## config.mk

```make
export PLATFORM = sky130hd
export DESIGN_NAME = fbal_ffs
export DESIGN_NICKNAME = d
export VERILOG_FILES = /design/src/hdl/bitmap_free_bit_allocator_assert.svh /design/src/hdl/fbal_pkg.sv /design/src/hdl/fbal_ffs.sv
export SDC_FILE = /design/constraint.sdc
export NUM_CORES = 1
export LEC_CHECK = 0
export BUFFER_PORTS_ARGS = -buffer_cell sky130_fd_sc_hd__buf_4
export CORE_MARGIN = 3
export CORE_UTILIZATION = 47
export DETAILED_ROUTE_END_ITERATION = 8
export PLACE_DENSITY = 0.9
export SYNTH_ARGS = -nofsm -noshare
export SYNTH_HDL_FRONTEND = slang
export SYNTH_SLANG_ARGS = --single-unit
```

## constraint.sdc

```tcl
create_clock -name vclk -period 3
set_input_delay 0.45 -clock vclk [all_inputs]
set_output_delay 0.45 -clock vclk [all_outputs]
set_load 0.005 [all_outputs]
```

## src/hdl/bitmap_free_bit_allocator_assert.svh

```systemverilog
// Assertion macros for the bitmap free-bit allocator.
// Used by the top level; expects clk and arst_n in scope.
`ifndef BITMAP_FREE_BIT_ALLOCATOR_ASSERT_SVH
`define BITMAP_FREE_BIT_ALLOCATOR_ASSERT_SVH

// Same-cycle implication, checked outside reset.
`define FBAL_ASSERT_NOW(label, ante, cons, msg) \
	label: assert property (@(posedge clk) disable iff (!arst_n) (ante) |-> (cons)) \
		else $error(msg);

// Next-cycle implication, checked outside reset.
`define FBAL_ASSERT_NEXT(label, ante, cons, msg) \
	label: assert property (@(posedge clk) disable iff (!arst_n) (ante) |=> (cons)) \
		else $error(msg);

`endif

```

## src/hdl/fbal_pkg.sv

```systemverilog
// Shared constants and types of the bitmap free-bit allocator.
// No dependencies; used by every module of the block.
package fbal_pkg;

	localparam int WORD_BITS   = 64;
	localparam int BLOCK_BITS  = 4096;
	localparam int NUM_BLOCKS  = 8;
	localparam int TOTAL_BITS  = NUM_BLOCKS * BLOCK_BITS;
	localparam int STORE_WORDS = TOTAL_BITS / WORD_BITS;
	localparam int SCAN_WORDS  = BLOCK_BITS / WORD_BITS;

	localparam int POS_W   = $clog2(WORD_BITS);
	localparam int ADDR_W  = $clog2(STORE_WORDS);
	localparam int BLK_W   = $clog2(NUM_BLOCKS);
	localparam int SCAN_W  = $clog2(SCAN_WORDS);
	localparam int OFF_W   = $clog2(BLOCK_BITS);
	localparam int GBIT_W  = $clog2(TOTAL_BITS);
	localparam int CFG_W   = 16;

	localparam int IN_W  = 96;
	localparam int OUT_W = 88;

	typedef enum logic [2:0] {
		OP_WRITE      = 3'd0,
		OP_READ       = 3'd1,
		OP_FIND_INODE = 3'd2,
		OP_FIND_DATA  = 3'd3,
		OP_SET        = 3'd4,
		OP_CLEAR      = 3'd5
	} op_t;

	typedef enum logic [1:0] {
		REG_INODE_BASE = 2'd0,
		REG_DATA_START = 2'd1,
		REG_DATA_STOP  = 2'd2
	} reg_t;

	// Search window relative to the block start; hi may equal BLOCK_BITS.
	typedef struct packed {
		logic [OFF_W-1:0] lo;
		logic [OFF_W:0]   hi;
	} win_t;

endpackage

```

## src/hdl/fbal_ffs.sv

```systemverilog
// Lowest-set-bit encoder for one word of free bits.
// Depends on fbal_pkg for the word width.
module fbal_ffs (
	input  logic [fbal_pkg::WORD_BITS-1:0] vec,
	output logic [fbal_pkg::POS_W-1:0]     pos
);
	import fbal_pkg::*;

	logic [WORD_BITS-1:0] low_one;

	// Two's complement isolates the lowest one; the rest is a one-hot encode.
	assign low_one = vec & (~vec + 1'b1);

	always_comb begin
		pos = '0;
		for (int k = 0; k < POS_W; k++) begin
			for (int j = 0; j < WORD_BITS; j++) begin
				if (((j >> k) & 1) == 1) begin
					pos[k] = pos[k] | low_one[j];
				end
			end
		end
	end

endmodule

```

==> results.sh <==
export IMPL_status="finished, violations left"
export IMPL_violations="setup timing"
export IMPL_tightest_slew_ns=0.533
export IMPL_area_growth_pct=58.1
export IMPL_viasPerCell=6.50
export IMPL_drive_gt1_share_pct=35.4
export IMPL_synthCells=199
export IMPL_final_antenna_net_count=0
export IMPL_finalPower_uw=174
export IMPL_n_sequential_cell=0
export IMPL_final_seq_area_um2=0
export IMPL_wl_per_cell_um=15.9
export IMPL_power_density_nw_per_um2=90.6
export IMPL_ir_drop_uv=90.2
export IMPL_n_clock_buffer=0
export IMPL_seq_power_share_pct=0
export IMPL_crit_arrival_ns=2.56
export IMPL_p_sw_share_pct=48.2
export IMPL_critical_path_class="in -> out"
export IMPL_io_pins=70
export IMPL_grt_setup_unrepaired="yes"
export IMPL_max_freq_ghz=0.332
export IMPL_power_frac_clock_pct=0
export IMPL_required_ns=2.55
export IMPL_yosys_top_cells_area="nor3_1 (7.0%), nor2_1 (6.5%), nor4_1 (5.7%)"
export IMPL_synth_xor_area_share_pct=0
export IMPL_synth_top_family_by_area="simple AND/OR/NAND/NOR gates"
export IMPL_yosysTopAreaCellShare_pct=7.01
export IMPL_fin_ws_ns=-0.0146
export IMPL_grt_overflow_total=0
export IMPL_p_sw_uw=83.8
export IMPL_slew_headroom_pct=64.2
export IMPL_io_buffers=70
export IMPL_nets=351
export IMPL_grt_max_degree=8
export IMPL_utilization_pct=82.8
export IMPL_grt_pass1_wl_um=7710
export IMPL_start_util_pct=52.3
export IMPL_routabilityCongestion=0.997
export IMPL_synthMuxAreaShare_pct=0
export IMPL_num_rows=17
export IMPL_multi_input_area_um2=1160
export IMPL_fin_crit_sh_pct=100
export IMPL_synth_top_cell_by_area="nor3_1"
export IMPL_maxCapViolations=0
export IMPL_fin_crit_ns=3.01
export IMPL_p_leak_nw=0.820
export IMPL_synth_avg_cell_area_um2=6.10
export IMPL_coreArea_um2=2320
export IMPL_first_global_vias=1764
export IMPL_critPathMaxFanout=7
export IMPL_hold_worst_slack_ns=1.36
export IMPL_crit_path_start_kind="input port"
export IMPL_drt_initial_drc_count=178
export IMPL_die_w_um=56.8
export IMPL_grt_use_total_pct=28.4
export IMPL_die_height_um=56.8
export IMPL_ys_warn_count=0
export IMPL_dp_cells=312
export IMPL_syn_num_nets=263
export IMPL_routed_wl_um=4990
export IMPL_combPwrFrac_pct=100.0
export IMPL_finalHoldViolCount=0
export IMPL_final_cells=313
export IMPL_dp_final_hpwl_um=4240
export IMPL_nFillCells=175
export IMPL_syn_area_um2=1210
export IMPL_synth_cell_types=53
export IMPL_antenna_cells=0
export IMPL_synthSimpleGateAreaFrac_pct=54.6
export IMPL_routed_via_count=2035
export IMPL_die_area_um2=3230
export IMPL_antenna_found_initial=0
export IMPL_min_path_type="in -> out"
export IMPL_intPower_uw=90.1
export IMPL_cts_hold_buffers=0
export IMPL_drt_pass1_iterations=5
export IMPL_ys_seq_area_share_pct=0
export IMPL_finalSetupViolations=1
export IMPL_synth_compound_area_share_pct=39.2
export IMPL_cp_end_kind="primary output"
export IMPL_drv_slew=0
export IMPL_drc=0
export IMPL_synth_adder_area_share_pct=0
-- cell usage in the layout, fill, tap and decap left out, drive strengths merged, types with 3 or more instances in the layout --
cell     n
a211oi   4
buf     87
nor2    22
or3      5
o31ai    3
a21oi   13
nand2   13
a31oi    3
nand3   12
o21a     3
nand4    7
nor4    14
o21ai    8
inv     17
or4      6
a41oi    3
nor3    18
-- metal layers --
layer  vias to the layer above  wire length [um]  GRT usage, %
met2                       116              2290          45.4
met5                         -                 0             0
met3                         4               512          3.91
met1                       925              2160          41.6
li1                        990                 -             -
met4                         0                19          2.32
-- metrics by stage --
| step | setup slack (ns) | TNS (ns) | area, um2 |
|---|---|---|---|
| after floorplan | 0.443 | 0 | 1210 |
| after global placement | 0.0852 | 0 | 1880 |
| after detailed placement | 0.0493 | 0 | 1880 |
| after CTS | 0.0367 | 0 | 1880 |
| after global routing | -0.0588 | -0.182 | 1920 |
| final | -0.0146 | -0.0146 | 1920 |
-- power groups by stage --
| stage | combinational (mW) | clock [mW] | sequential [mW] |
|---|---|---|---|
| finish | 0.174 | 0 | 0 |
| global route | 0.189 | 0 | 0 |
| CTS | 0.168 | 0 | 0 |
| detailed placement | 0.167 | 0 | 0 |
| global placement | 0.165 | 0 | 0 |
| floorplan | 0.0503 | 0 | 0 |
-- synth_stat cells, types with 4 or more instances --
master     n
a211oi_1   4
nor3_1    17
nand4_1    7
nor4_1    11
a21oi_1   13
inv_1     17
nor2_1    21
or3_1      5
nand2_1   13
nand3_1   12
o21ai_0    7
or4_1      5
-- layout make-up --
class / count / share of cell area [%]
multi-input combinational: 181 / 60.4
timing repair buffer: 87 / 34.4
inverter: 17 / 3.32
tap: 28 / 1.83
-- what timing repair did --
action / 4_1_cts / 5_1_grt
resized for setup: 0 / 7
endpoints found under the setup margin: 0 / 5
buffers inserted: 0 / 1
-- path summary, 6_finish.rpt --
kind | start | end | slack, ns | depth (start not counted)
setup / recovery | vec[25] | pos[5] | -0.01 | 9
hold / removal | vec[41] | pos[3] | 1.36 | 5
-- logic make-up (layout without fill, tap and decap cells) --
| logic type | after synthesis | count (layout) |
|---|---|---|
| AOI/OAI and AO/OA | 66 | 66 |
| buffers and inverters | 18 | 104 |
| and+or+nand+nor | 115 | 115 |
-- critical path: stages --
cell and delay (ns):
buf_6 0.10, or4_4 0.52, or4_4 0.56, nor3_4 0.34
buf_4 0.17, o21a_1 0.12, a211oi_2 0.05, nand4_1 0.13
buf_4 0.12
Note: power is estimated with default switching activity, not from simulation.
