--- src/hdl/bitmap_free_bit_allocator_assert.svh ---
// Assertion macros for the bitmap free-bit allocator.
// Used by the top level; expects clk and arst_n in scope.
`ifndef BITMAP_FREE_BIT_ALLOCATOR_ASSERT_SVH
`define BITMAP_FREE_BIT_ALLOCATOR_ASSERT_SVH

// Same-cycle implication, checked outside reset.
`define FBAL_ASSERT_NOW(label, ante, cons, msg) \
	label: assert property (@(posedge clk) disable iff (!arst_n) (ante) |-> (cons)) \
		else $error(msg);

// Next-cycle implication, checked outside reset.
`define FBAL_ASSERT_NEXT(label, ante, cons, msg) \
	label: assert property (@(posedge clk) disable iff (!arst_n) (ante) |=> (cons)) \
		else $error(msg);

`endif

--- src/hdl/fbal_pkg.sv ---
// Shared constants and types of the bitmap free-bit allocator.
// No dependencies; used by every module of the block.
package fbal_pkg;

	localparam int WORD_BITS   = 64;
	localparam int BLOCK_BITS  = 4096;
	localparam int NUM_BLOCKS  = 8;
	localparam int TOTAL_BITS  = NUM_BLOCKS * BLOCK_BITS;
	localparam int STORE_WORDS = TOTAL_BITS / WORD_BITS;
	localparam int SCAN_WORDS  = BLOCK_BITS / WORD_BITS;

	localparam int POS_W   = $clog2(WORD_BITS);
	localparam int ADDR_W  = $clog2(STORE_WORDS);
	localparam int BLK_W   = $clog2(NUM_BLOCKS);
	localparam int SCAN_W  = $clog2(SCAN_WORDS);
	localparam int OFF_W   = $clog2(BLOCK_BITS);
	localparam int GBIT_W  = $clog2(TOTAL_BITS);
	localparam int CFG_W   = 16;

	localparam int IN_W  = 96;
	localparam int OUT_W = 88;

	typedef enum logic [2:0] {
		OP_WRITE      = 3'd0,
		OP_READ       = 3'd1,
		OP_FIND_INODE = 3'd2,
		OP_FIND_DATA  = 3'd3,
		OP_SET        = 3'd4,
		OP_CLEAR      = 3'd5
	} op_t;

	typedef enum logic [1:0] {
		REG_INODE_BASE = 2'd0,
		REG_DATA_START = 2'd1,
		REG_DATA_STOP  = 2'd2
	} reg_t;

	// Search window relative to the block start; hi may equal BLOCK_BITS.
	typedef struct packed {
		logic [OFF_W-1:0] lo;
		logic [OFF_W:0]   hi;
	} win_t;

endpackage

--- src/hdl/fbal_scan.sv ---
// Window mask and free-bit extraction for one bitmap word of a block.
// Depends on fbal_pkg; used once per cycle by the find sequencer.
module fbal_scan (
	input  logic [fbal_pkg::WORD_BITS-1:0] word,
	input  logic [fbal_pkg::SCAN_W-1:0]    idx,
	input  fbal_pkg::win_t                 win,
	output logic [fbal_pkg::WORD_BITS-1:0] free
);
	import fbal_pkg::*;

	logic [SCAN_W-1:0]    lo_w;
	logic [POS_W-1:0]     lo_b;
	logic [SCAN_W:0]      hi_w;
	logic [POS_W-1:0]     hi_b;
	logic [SCAN_W:0]      idx_x;
	logic [WORD_BITS-1:0] ge_mask;
	logic [WORD_BITS-1:0] lt_mask;

	assign lo_w  = win.lo[OFF_W-1:POS_W];
	assign lo_b  = win.lo[POS_W-1:0];
	assign hi_w  = win.hi[OFF_W:POS_W];
	assign hi_b  = win.hi[POS_W-1:0];
	assign idx_x = {1'b0, idx};

	always_comb begin
		if (idx < lo_w) begin
			ge_mask = '0;
		end else if (idx == lo_w) begin
			ge_mask = {WORD_BITS{1'b1}} << lo_b;
		end else begin
			ge_mask = '1;
		end
		if (idx_x < hi_w) begin
			lt_mask = '1;
		end else if (idx_x == hi_w) begin
			lt_mask = ({{(WORD_BITS-1){1'b0}}, 1'b1} << hi_b) - 1'b1;
		end else begin
			lt_mask = '0;
		end
	end

	// A 1 in the bitmap means used, so free bits are the zeros in the window.
	assign free = ~word & ge_mask & lt_mask;

endmodule

--- config.mk ---
export PLATFORM = sky130hd
export DESIGN_NAME = fbal_scan
export DESIGN_NICKNAME = d
export VERILOG_FILES = /design/src/hdl/bitmap_free_bit_allocator_assert.svh /design/src/hdl/fbal_pkg.sv /design/src/hdl/fbal_scan.sv
export SDC_FILE = /design/constraint.sdc
export NUM_CORES = 1
export LEC_CHECK = 0
export BUFFER_PORTS_ARGS = -buffer_cell sky130_fd_sc_hd__buf_2
export CORE_AREA = 2 2 82 84
export DETAILED_ROUTE_END_ITERATION = 8
export DIE_AREA = 0 0 84 86
export GPL_TIMING_DRIVEN = 0
export PLACE_DENSITY_LB_ADDON = 0.05
export RECOVER_POWER = 50
export SYNTH_ARGS = -nofsm -noshare
export SYNTH_HDL_FRONTEND = slang
export SYNTH_SLANG_ARGS = --single-unit
--- constraint.sdc ---
create_clock -name vclk -period 5.8
set_input_delay 0.87 -clock vclk [all_inputs]
set_output_delay 0.87 -clock vclk [all_outputs]
set_load 0.005 [all_outputs]
==> results.txt, run 1 <==
----------------------------------------------------
[Timing]
  # setup viols final ... 0
  Slew Viols, Final ... 0
  Hold Fails Final Rpt ... 0
  Final setup margin ... approximately 700 ps
  Period utilisation layout ... 87.7%
  Slew @ Worst Pin ... 1370 ps
  Minimum clock period after layout ... 5090 ps
  Normalized max-slew margin ... 7.97%
  Max frequency ... 197 MHz
  Unrepaired setup endpoints after global routing ... no
  Setup Total Neg Slack ... 0 ps

[Floorplan]
  Starting Density ... 48.7%
  Area of the die ... 0.00722 mm²
  Die outline width ... about 84 µm
  Floorplan core area ... 0.00628 mm²
  Die outline height ... 86 µm
  I/O pins ... 159
  Std-Cell Rows ... 29

[Critical path]
  CP endpoint kind ... output pin
  Crit path from ... win[2]
  Type of the setup path with the least slack ... primary input to output pin
  Data arrival time at the worst-slack endpoint ... 4220 ps
  Worst EP required ... slightly below 5000 ps
  Combined buffer and inverter count along the critical path ... 4
  Crit Path Max Fanout ... 10
  Peak per-stage delay on the critical path ... between 800 and 900 ps
  Most numerous cell on the critical path ... buf_2
  Critical path, cell by cell ... buf_2 -> buf_2 -> nor4_2 -> nand2_1 -> ha_1 -> clkbuf_1 -> o32a_1 -> o32ai_1 -> a21oi_1 -> a2111oi_0 -> buf_2
  Largest delay contributor family on the critical path ... compound AO/OA/AOI/OAI gates
  Startpoint type of the worst setup path ... primary input
  Slowest CP cell ... nor4_2

[Finish]
  Signed area change from the synthesized netlist to the final layout ... 27.2%
  Count of flip-flops and latches ... 0
  Count of inserted antenna diode cells ... 0
  Total non-filler cell area in the finished layout ... 0.00389 mm²
  Final Instance Count excl. Fillers ... 727
  Register Area ... 0 µm²
  Total area of multi-input combinational cells ... 0.00271 mm²
  Post-layout util ... 62.0%
  Clock buffer instance count of the final layout ... 0
  Final #Nets ... between 700 and 800
  Filler Cells Inserted ... 661
  Proportion of layout cells with a drive suffix above 1 ... 26.2%

[Route]
  Drt first-iter violations ... 780
  Residual DRC count ... 0
  Vias per cell ... about 7.1
  First-pass iteration count of the detailed router ... 6
  Final antenna-violating net count ... 0
  Final wirelength ... 16.4 mm
  Mean routed wirelength per cell ... 22.6 µm
  Vias ... 5188

[Power and ir drop]
  Internal power summed over all cells ... 0.000118 W
  Fraction of power consumed by combinational cells ... 100.0%
  Clock share of power ... 0%
  Worst VDD drop ... 0.0514 mV
  Portion of total power attributed to sequential cells ... 0%
  Leakage ... 1.66 nW
  Net load switching power ... around 0.00020 W
  Sw frac ... a little over three fifths
  Power per cell area ... approximately 80 mW/mm²

[GRT]
  Wire length of the first global-routing pass ... 24.8 mm
  GRT overflow ... 0
  Overall global routing resource usage ... 42.6%
  Number of global-route vias before repair ... between 4000 and 5000
  Maximum number of pins on one net before global-route repair ... 11
  Initial antenna violation count ... 0

[Clock tree]
  Cells resized by post-CTS repair ... 0
  Buffer count from post-CTS setup fixing ... 0
  Hold_buf cts ... 0

[Placement]
  Detail Placement HPWL ... 12.9 mm
  Pre-CTS WS ... 841 ps
  Placer Congestion ... 1.14
  Number of port buffers ... 154
  Cell Area, Placed ... 0.00393 mm²
  Cell count after placement ... a little over 700

[Logic synthesis]
  Most used standard cell by instance count after synthesis ... nor2_1
  Count of yosys warnings during synthesis ... 0
  Commonest cells post-synth ... 69 x nor2_1, 44 x a21oi_1, 30 x a2111oi_0, 30 x clkbuf_1, 30 x nand2_1
  Number of distinct standard cells referenced by the synthesized netlist ... 65
  Post-synthesis instance area ... 0.00306 mm²
  Synthesized Nets ... 604
  Sequential fraction of the synthesis area ... 0%
  Share of the synthesized area in the top cell type ... between 8 and 9%
  Cells after Synth ... 496
  Synth area leaders ... a2111oi_0 8.6%, nor2_1 8.5%, a21oi_1 7.2%, ha_1 5.3%, o21ai_0 4.4%
  Post-synthesis average cell area ... 6.17 µm²
  Post-synthesis cell type with the largest combined area ... a2111oi_0

[Worst hold path]
  HP Start ... word[15]
  HP Class ... primary input to output pin

[Job]
  Max Cap Viol ... 0

[Run status]
  Result of the run ... finished, final reports clean

----------------------------------------------------
metrics by stage:
step	hold WS [ps]	power, W
2_1_floorplan	1760	0.000172
3_3_place_gp	1960	0.000303
3_5_place_dp	1960	0.000305
4_1_cts	1960	0.000307
5_1_grt	1960	0.000335
6_report	1940	0.000318
logic make-up (layout without fill, tap and decap cells):
kind of cell    Yosys count  after routing  share of synthesized area (%)
simple gates            209            209                           36.0
compound gates          182            182                           42.9
buf+inv                  77            231                           11.3
fa+ha+maj                13             13                           5.32
xor+xnor                 10             10                           2.86
mux                       5              5                           1.64
tightest hold or removal path, stage by stage:
cell and delay [ps]:
buf_2 70, a211oi_1 30, clkbuf_1 90
power by group through the flow:
stage / logic (W) / clock network (W) / registers (W)
floorplan: 0.000172 / 0 / 0
global placement: 0.000303 / 0 / 0
detailed placement: 0.000305 / 0 / 0
CTS: 0.000307 / 0 / 0
global route: 0.000335 / 0 / 0
finish: 0.000318 / 0 / 0
cell usage in the layout, fill, tap and decap left out, drive strengths merged, types with 10 or more instances in the layout:
master	count
nor3	11
buf	154
a31oi	15
nor4	22
a21oi	44
nand3	15
o21ai	31
inv	17
clkbuf	60
nand2	30
ha	13
nor2b	10
nor2	70
a2111oi	37
worst paths after layout:
kind / to / slack, ps / cells after the start
max: free[40] / 710 / 11
min: free[15] / 1940 / 3
per-layer routing:
| layer | GRT usage, % | wire length (µm) | share of wire [%] |
|---|---|---|---|
| met3 | 9.72 | 2500 | 15 |
| met4 | 19.2 | 1190 | 7.2 |
| met5 | 0 | 0 | 0 |
| met2 | 67.1 | 6820 | 42 |
| met1 | 55.6 | 5920 | 36 |
layout make-up:
class / instances / area share, %
multi-input cells: 419 / 69.7
repair buffers: 154 / 19.1
plain buffers: 60 / 7.04
well taps: 77 / 2.48
inverters: 17 / 1.64
No activity file was read; power rests on OpenSTA's default activity.
==> run 2: changes to the inputs <==
Settings changed: ABC_AREA set to 1, CORE_AREA 2 2 82 84 to 2 2 101 103, DIE_AREA 0 0 84 86 to 0 0 103 105.
==> results.txt, run 2 <==
----------------------------------------------------
[Logic synthesis]
  Sequential fraction of the synthesis area ... 0%
  Count of yosys warnings during synthesis ... 0
  Post-synthesis compound-gate area fraction ... 17.7%
  Post-synthesis instance area ... 0.00471 mm²
  Most used standard cell by instance count after synthesis ... nand2_1
  Largest family of logic cells by synthesized area ... simple AND/OR/NAND/NOR gates
  Post-synthesis average cell area ... 5.31 µm²
  Synth area leaders ... nand2_1 15%, nor2_1 11%, a21oi_1 10%, nand3_1 7.5%, nand4_1 6.4%
  Commonest cells post-synth ... 188 x nand2_1, 132 x nor2_1, 98 x a21oi_1
  Share of the synthesized area in the top cell type ... 15.0%
  Post-synthesis cell type with the largest combined area ... nand2_1
  Number of distinct standard cells referenced by the synthesized netlist ... 48
  Share of synthesized cell area in and, or, nand and nor gates ... approximately 65%
  Cells after Synth ... 888
  Synthesized Nets ... ~1000
  Post-synthesis xor/xnor area fraction ... 0%
  Multiplexer fraction of the synthesized cell area ... 0%
  Fraction of the mapped netlist area in adder cells ... under 10%

[Finish]
  Count of flip-flops and latches ... 0
  Final #Nets ... 1152
  Total area of multi-input combinational cells ... 0.00405 mm²
  Count of inserted antenna diode cells ... 0
  Signed area change from the synthesized netlist to the final layout ... 19.0%
  Register Area ... 0 µm²
  Proportion of layout cells with a drive suffix above 1 ... 26.9%
  Leading cell type in the layout, fill and taps excluded ... nand2_1
  Clock buffer instance count of the final layout ... 0
  Highest-count cells in the layout ignoring fill and taps ... 189 x nand2_1, 151 x buf_2, 136 x nor2_1, 98 x a21oi_1, 72 x inv_1
  Filler Cells Inserted ... 1157

[GRT]
  GRT overflow ... 0
  Wire length of the first global-routing pass ... approximately 34 mm
  Initial antenna violation count ... 0
  Overall global routing resource usage ... about two fifths
  Number of global-route vias before repair ... 6398
  Maximum number of pins on one net before global-route repair ... 11

[Route]
  Vias per cell ... 6.07
  First-pass iteration count of the detailed router ... 6
  Final wirelength ... between 20 and 25 mm
  Mean routed wirelength per cell ... a little under 20 µm
  Vias ... 7134
  Drt first-iter violations ... 758
  Residual DRC count ... 0
  Final antenna-violating net count ... 0

[Critical path]
  Startpoint type of the worst setup path ... primary input
  Crit Path Max Fanout ... 10
  Data arrival time at the worst-slack endpoint ... a little over 4000 ps
  Worst EP required ... 4930 ps
  Type of the setup path with the least slack ... primary input to output pin
  CP endpoint kind ... output pin

[Clock tree]
  Hold_buf cts ... 0
  Cells resized by post-CTS repair ... 0
  Buffer count from post-CTS setup fixing ... 0

[Timing]
  Slew @ Worst Pin ... 957 ps
  Hold Fails Final Rpt ... 0
  Max frequency ... 203 MHz
  Unrepaired setup endpoints after global routing ... no
  # setup viols final ... 0
  Minimum clock period after layout ... around 5000 ps
  Period utilisation layout ... 85.1%
  Normalized max-slew margin ... 35.7%
  Slew Viols, Final ... 0
  Setup Total Neg Slack ... 0 ps

[Job]
  Max Cap Viol ... 0

[Floorplan]
  I/O pins ... 159
  Std-Cell Rows ... 36
  Die outline width ... 103 µm
  Die outline height ... between 100 and 150 µm
  Floorplan core area ... slightly below 0.01 mm²
  Starting Density ... 48.9%
  Area of the die ... between 0.01 and 0.015 mm²

[Power and ir drop]
  Leakage ... roughly 3.1 nW
  Power per cell area ... 81.5 mW/mm²
  Worst VDD drop ... 0.0483 mV
  Pwr Total ... 0.000457 W

[Placement]
  Number of port buffers ... 154
  Detail Placement HPWL ... 19.3 mm
  Placer Congestion ... 1.10

[Run status]
  Result of the run ... finished, final reports clean

[Worst hold path]
  HP Class ... primary input to output pin

----------------------------------------------------
run 2: final timing paths:
| path | to | depth (start not counted) | startpoint |
|---|---|---|---|
| hold / removal | free[11] | 3 | word[11] |
| setup / recovery | free[38] | 15 | win[5] |
run 2: final cells by class:
class | instances | area share, %
multi-input cells | 744 | 72.2
well taps | 133 | 2.97
repair buffers | 154 | 13.5
inverters | 95 | 6.52
plain buffers | 49 | 4.84
run 2: metal layers:
metal	part of all wire (%)	track usage [%]
met1	38	56.3
met4	5.1	15.4
met3	12	5.75
met5	0	0
met2	45	63.9
run 2: kinds of logic after synthesis:
logic type,Yosys count
simple gates,577
compound gates,154
buf+inv,144
fa+ha+maj,13
run 2: worst max-delay path, stage by stage:
cell and delay, ps:
buf_2 90, clkbuf_1 410, clkbuf_1 450, nor2_1 210, inv_1 120, ha_1 230, nand2_1 80, nor2_1 480
nand3_4 220, nor3_4 310, nand2_1 80, nand2_1 70, nand3_1 100, a21oi_1 180, buf_2 150
run 2: per-stage QoR:
| step | instances | hold WS [ps] | instance area (µm²) | utilization (%) | setup slack [ps] |
|---|---|---|---|---|---|
| finish | 1175 | 1940 | 5610 | 58.2 | 862 |
| global placement | 1175 | 1970 | 5650 | 58.6 | 1610 |
| global route | 1175 | 1970 | 5610 | 58.2 | 665 |
| floorplan | 888 | 1770 | 4710 | - | 2350 |
| CTS | 1175 | 1970 | 5650 | 58.6 | 1640 |
| detailed placement | 1175 | 1970 | 5650 | 58.6 | 1650 |
run 2: power by group:
part / switching [W] / total (W) / internal, W
sequential: 0 / 0 / 0
combinational: 0.000305 / 0.000457 / 0.000152
clock: 0 / 0 / 0
==> run 3: changes to the inputs <==
Settings changed: BUFFER_PORTS_ARGS -buffer_cell sky130_fd_sc_hd__buf_2 to not set, DONT_BUFFER_PORTS set to 1.
Clock period 5.8 ns to 5.1 ns, I/O delays scaled along.
==> results.txt, run 3 (same netlist as run 2, synthesis figures left out) <==
----------------------------------------------------
[Run status]
  Result of the run ... finished, final reports clean

[Timing]
  Hold Fails Final Rpt ... 0
  Normalized max-slew margin ... between 20 and 25%
  Period utilisation layout ... 83.8%
  Minimum clock period after layout ... 4270 ps
  Slew @ Worst Pin ... 1120 ps
  Setup Total Neg Slack ... 0 ps
  Unrepaired setup endpoints after global routing ... no
  # setup viols final ... 0
  Slew Viols, Final ... 0
  Max frequency ... 234 MHz

[Power and ir drop]
  Worst VDD drop ... 0.0459 mV
  Pwr Total ... roughly 0.00045 W
  Fraction of power consumed by combinational cells ... between 90% and 100%
  Leakage ... 2.51 nW
  Internal power summed over all cells ... approximately 0.00012 W
  Portion of total power attributed to sequential cells ... 0%
  Power per cell area ... 92.1 mW/mm²
  Clock share of power ... 0%
  Sw frac ... 72.2%
  Net load switching power ... around 0.00032 W

[Clock tree]
  Hold_buf cts ... 0
  Cells resized by post-CTS repair ... 0
  Buffer count from post-CTS setup fixing ... 0

[Job]
  Max Cap Viol ... 0

[Placement]
  Number of port buffers ... 0
  Placer Congestion ... approximately 1.1
  Detail Placement HPWL ... between 15 and 20 mm

[Finish]
  Clock buffer instance count of the final layout ... 0
  Register Area ... 0 µm²
  Final #Nets ... 998
  Signed area change from the synthesized netlist to the final layout ... 3.29%
  Leading cell type in the layout, fill and taps excluded ... nand2_1
  Count of flip-flops and latches ... 0
  Highest-count cells in the layout ignoring fill and taps ... 189 x nand2_1, 133 x nor2_1, 98 x a21oi_1, 72 x inv_1, 71 x nand3_1
  Proportion of layout cells with a drive suffix above 1 ... 16.0%

[GRT]
  GRT overflow ... 0
  Number of global-route vias before repair ... 6047
  Overall global routing resource usage ... 41.0%
  Wire length of the first global-routing pass ... roughly 34 mm
  Maximum number of pins on one net before global-route repair ... 11
  Initial antenna violation count ... 1

[Route]
  Drt first-iter violations ... 915
  Vias ... around 6600
  Vias per cell ... 6.48
  Residual DRC count ... 0
  Mean routed wirelength per cell ... approximately 23 µm
  Final antenna-violating net count ... 0
  Sum of met2 wire segment lengths after detailed routing ... 10.3 mm
  Amount of wire on met3 after detailed routing ... 2.46 mm
  Highest layer used for signal routing ... met4
  Final wirelength ... about 23 mm
  First-pass iteration count of the detailed router ... 9
  WL met1 ... 9.25 mm

[Floorplan]
  Area of the die ... about 0.011 mm²
  Floorplan core area ... 0.00964 mm²
  Starting Density ... between 40% and 50%
  Std-Cell Rows ... 36
  Die outline height ... 105 µm
  I/O pins ... ~160
  Die outline width ... 103 µm

[Critical path]
  Data arrival time at the worst-slack endpoint ... 3510 ps
  Crit path from ... win[24]
  Startpoint type of the worst setup path ... primary input
  Endpoint of the worst setup timing path ... free[49]
  CP endpoint kind ... output pin
  Worst EP required ... 4340 ps
  Crit Path Max Fanout ... 10
  Type of the setup path with the least slack ... primary input to output pin

[Worst hold path]
  HP Class ... primary input to output pin

----------------------------------------------------
run 3: changes by cell type in the layout (fill, tap and decap cells not counted), sizes merged:
cell / change
clkbuf: -17
buf: -137
diode: +1
run 3: through the flow:
| stage | std cells | cell area, µm² | worst slack [ps] | hold slack [ps] | util [%] |
|---|---|---|---|---|---|
| final | 1022 | 4870 | 825 | 1570 | 50.5 |
| after global routing | 1022 | 4870 | 681 | 1570 | 50.5 |
| after CTS | 1021 | 4880 | 1220 | 1570 | 50.6 |
| after detailed placement | 1021 | 4880 | 1220 | 1570 | 50.6 |
| after global placement | 1021 | 4880 | 1250 | 1570 | 50.6 |
| after floorplan | 888 | 4710 | 1860 | 1560 | - |
run 3: layout make-up:
class | count | area, µm²
fillers | 1128 | 4770
multi-input cells | 744 | 4060
inverters | 95 | 365
plain buffers | 49 | 273
well taps | 133 | 166
diodes | 1 | 2.50
run 3: how the worst min path moves through the flow:
stage,endpoint,slack [ps],cells after the start,from
floorplan,free[37],1560,1,word[37]
global placement,free[37],1570,1,word[37]
detailed placement,free[37],1570,1,word[37]
CTS,free[37],1570,1,word[37]
global route,free[15],1570,1,word[15]
finish,free[37],1570,1,word[37]
run 3: critical path, stage by stage:
cell and delay, ps:
inv_1 20, ha_1 290, nand2_1 70, nor2_1 130
nand3_1 360, inv_1 250, nand2_1 230, inv_1 130
clkbuf_1 380, clkbuf_1 440, a21oi_1 230, nand2_1 120
a21oi_1 80
run 3: power groups by stage:
stage | Combinational (W) | Sequential [W] | Clock [W]
2_1_floorplan | 0.000323 | 0 | 0
3_3_place_gp | 0.000423 | 0 | 0
3_5_place_dp | 0.000430 | 0 | 0
4_1_cts | 0.000432 | 0 | 0
5_1_grt | 0.000480 | 0 | 0.0000000000263
6_report | 0.000448 | 0 | 0.0000000000263
run 3: routing by layer:
metal / track usage, % / vias up
li1: - / 2998
met1: 56.2 / 3064
met2: 64.3 / 477
met3: 5.22 / 88
met4: 15.6 / 0
met5: 0 / -
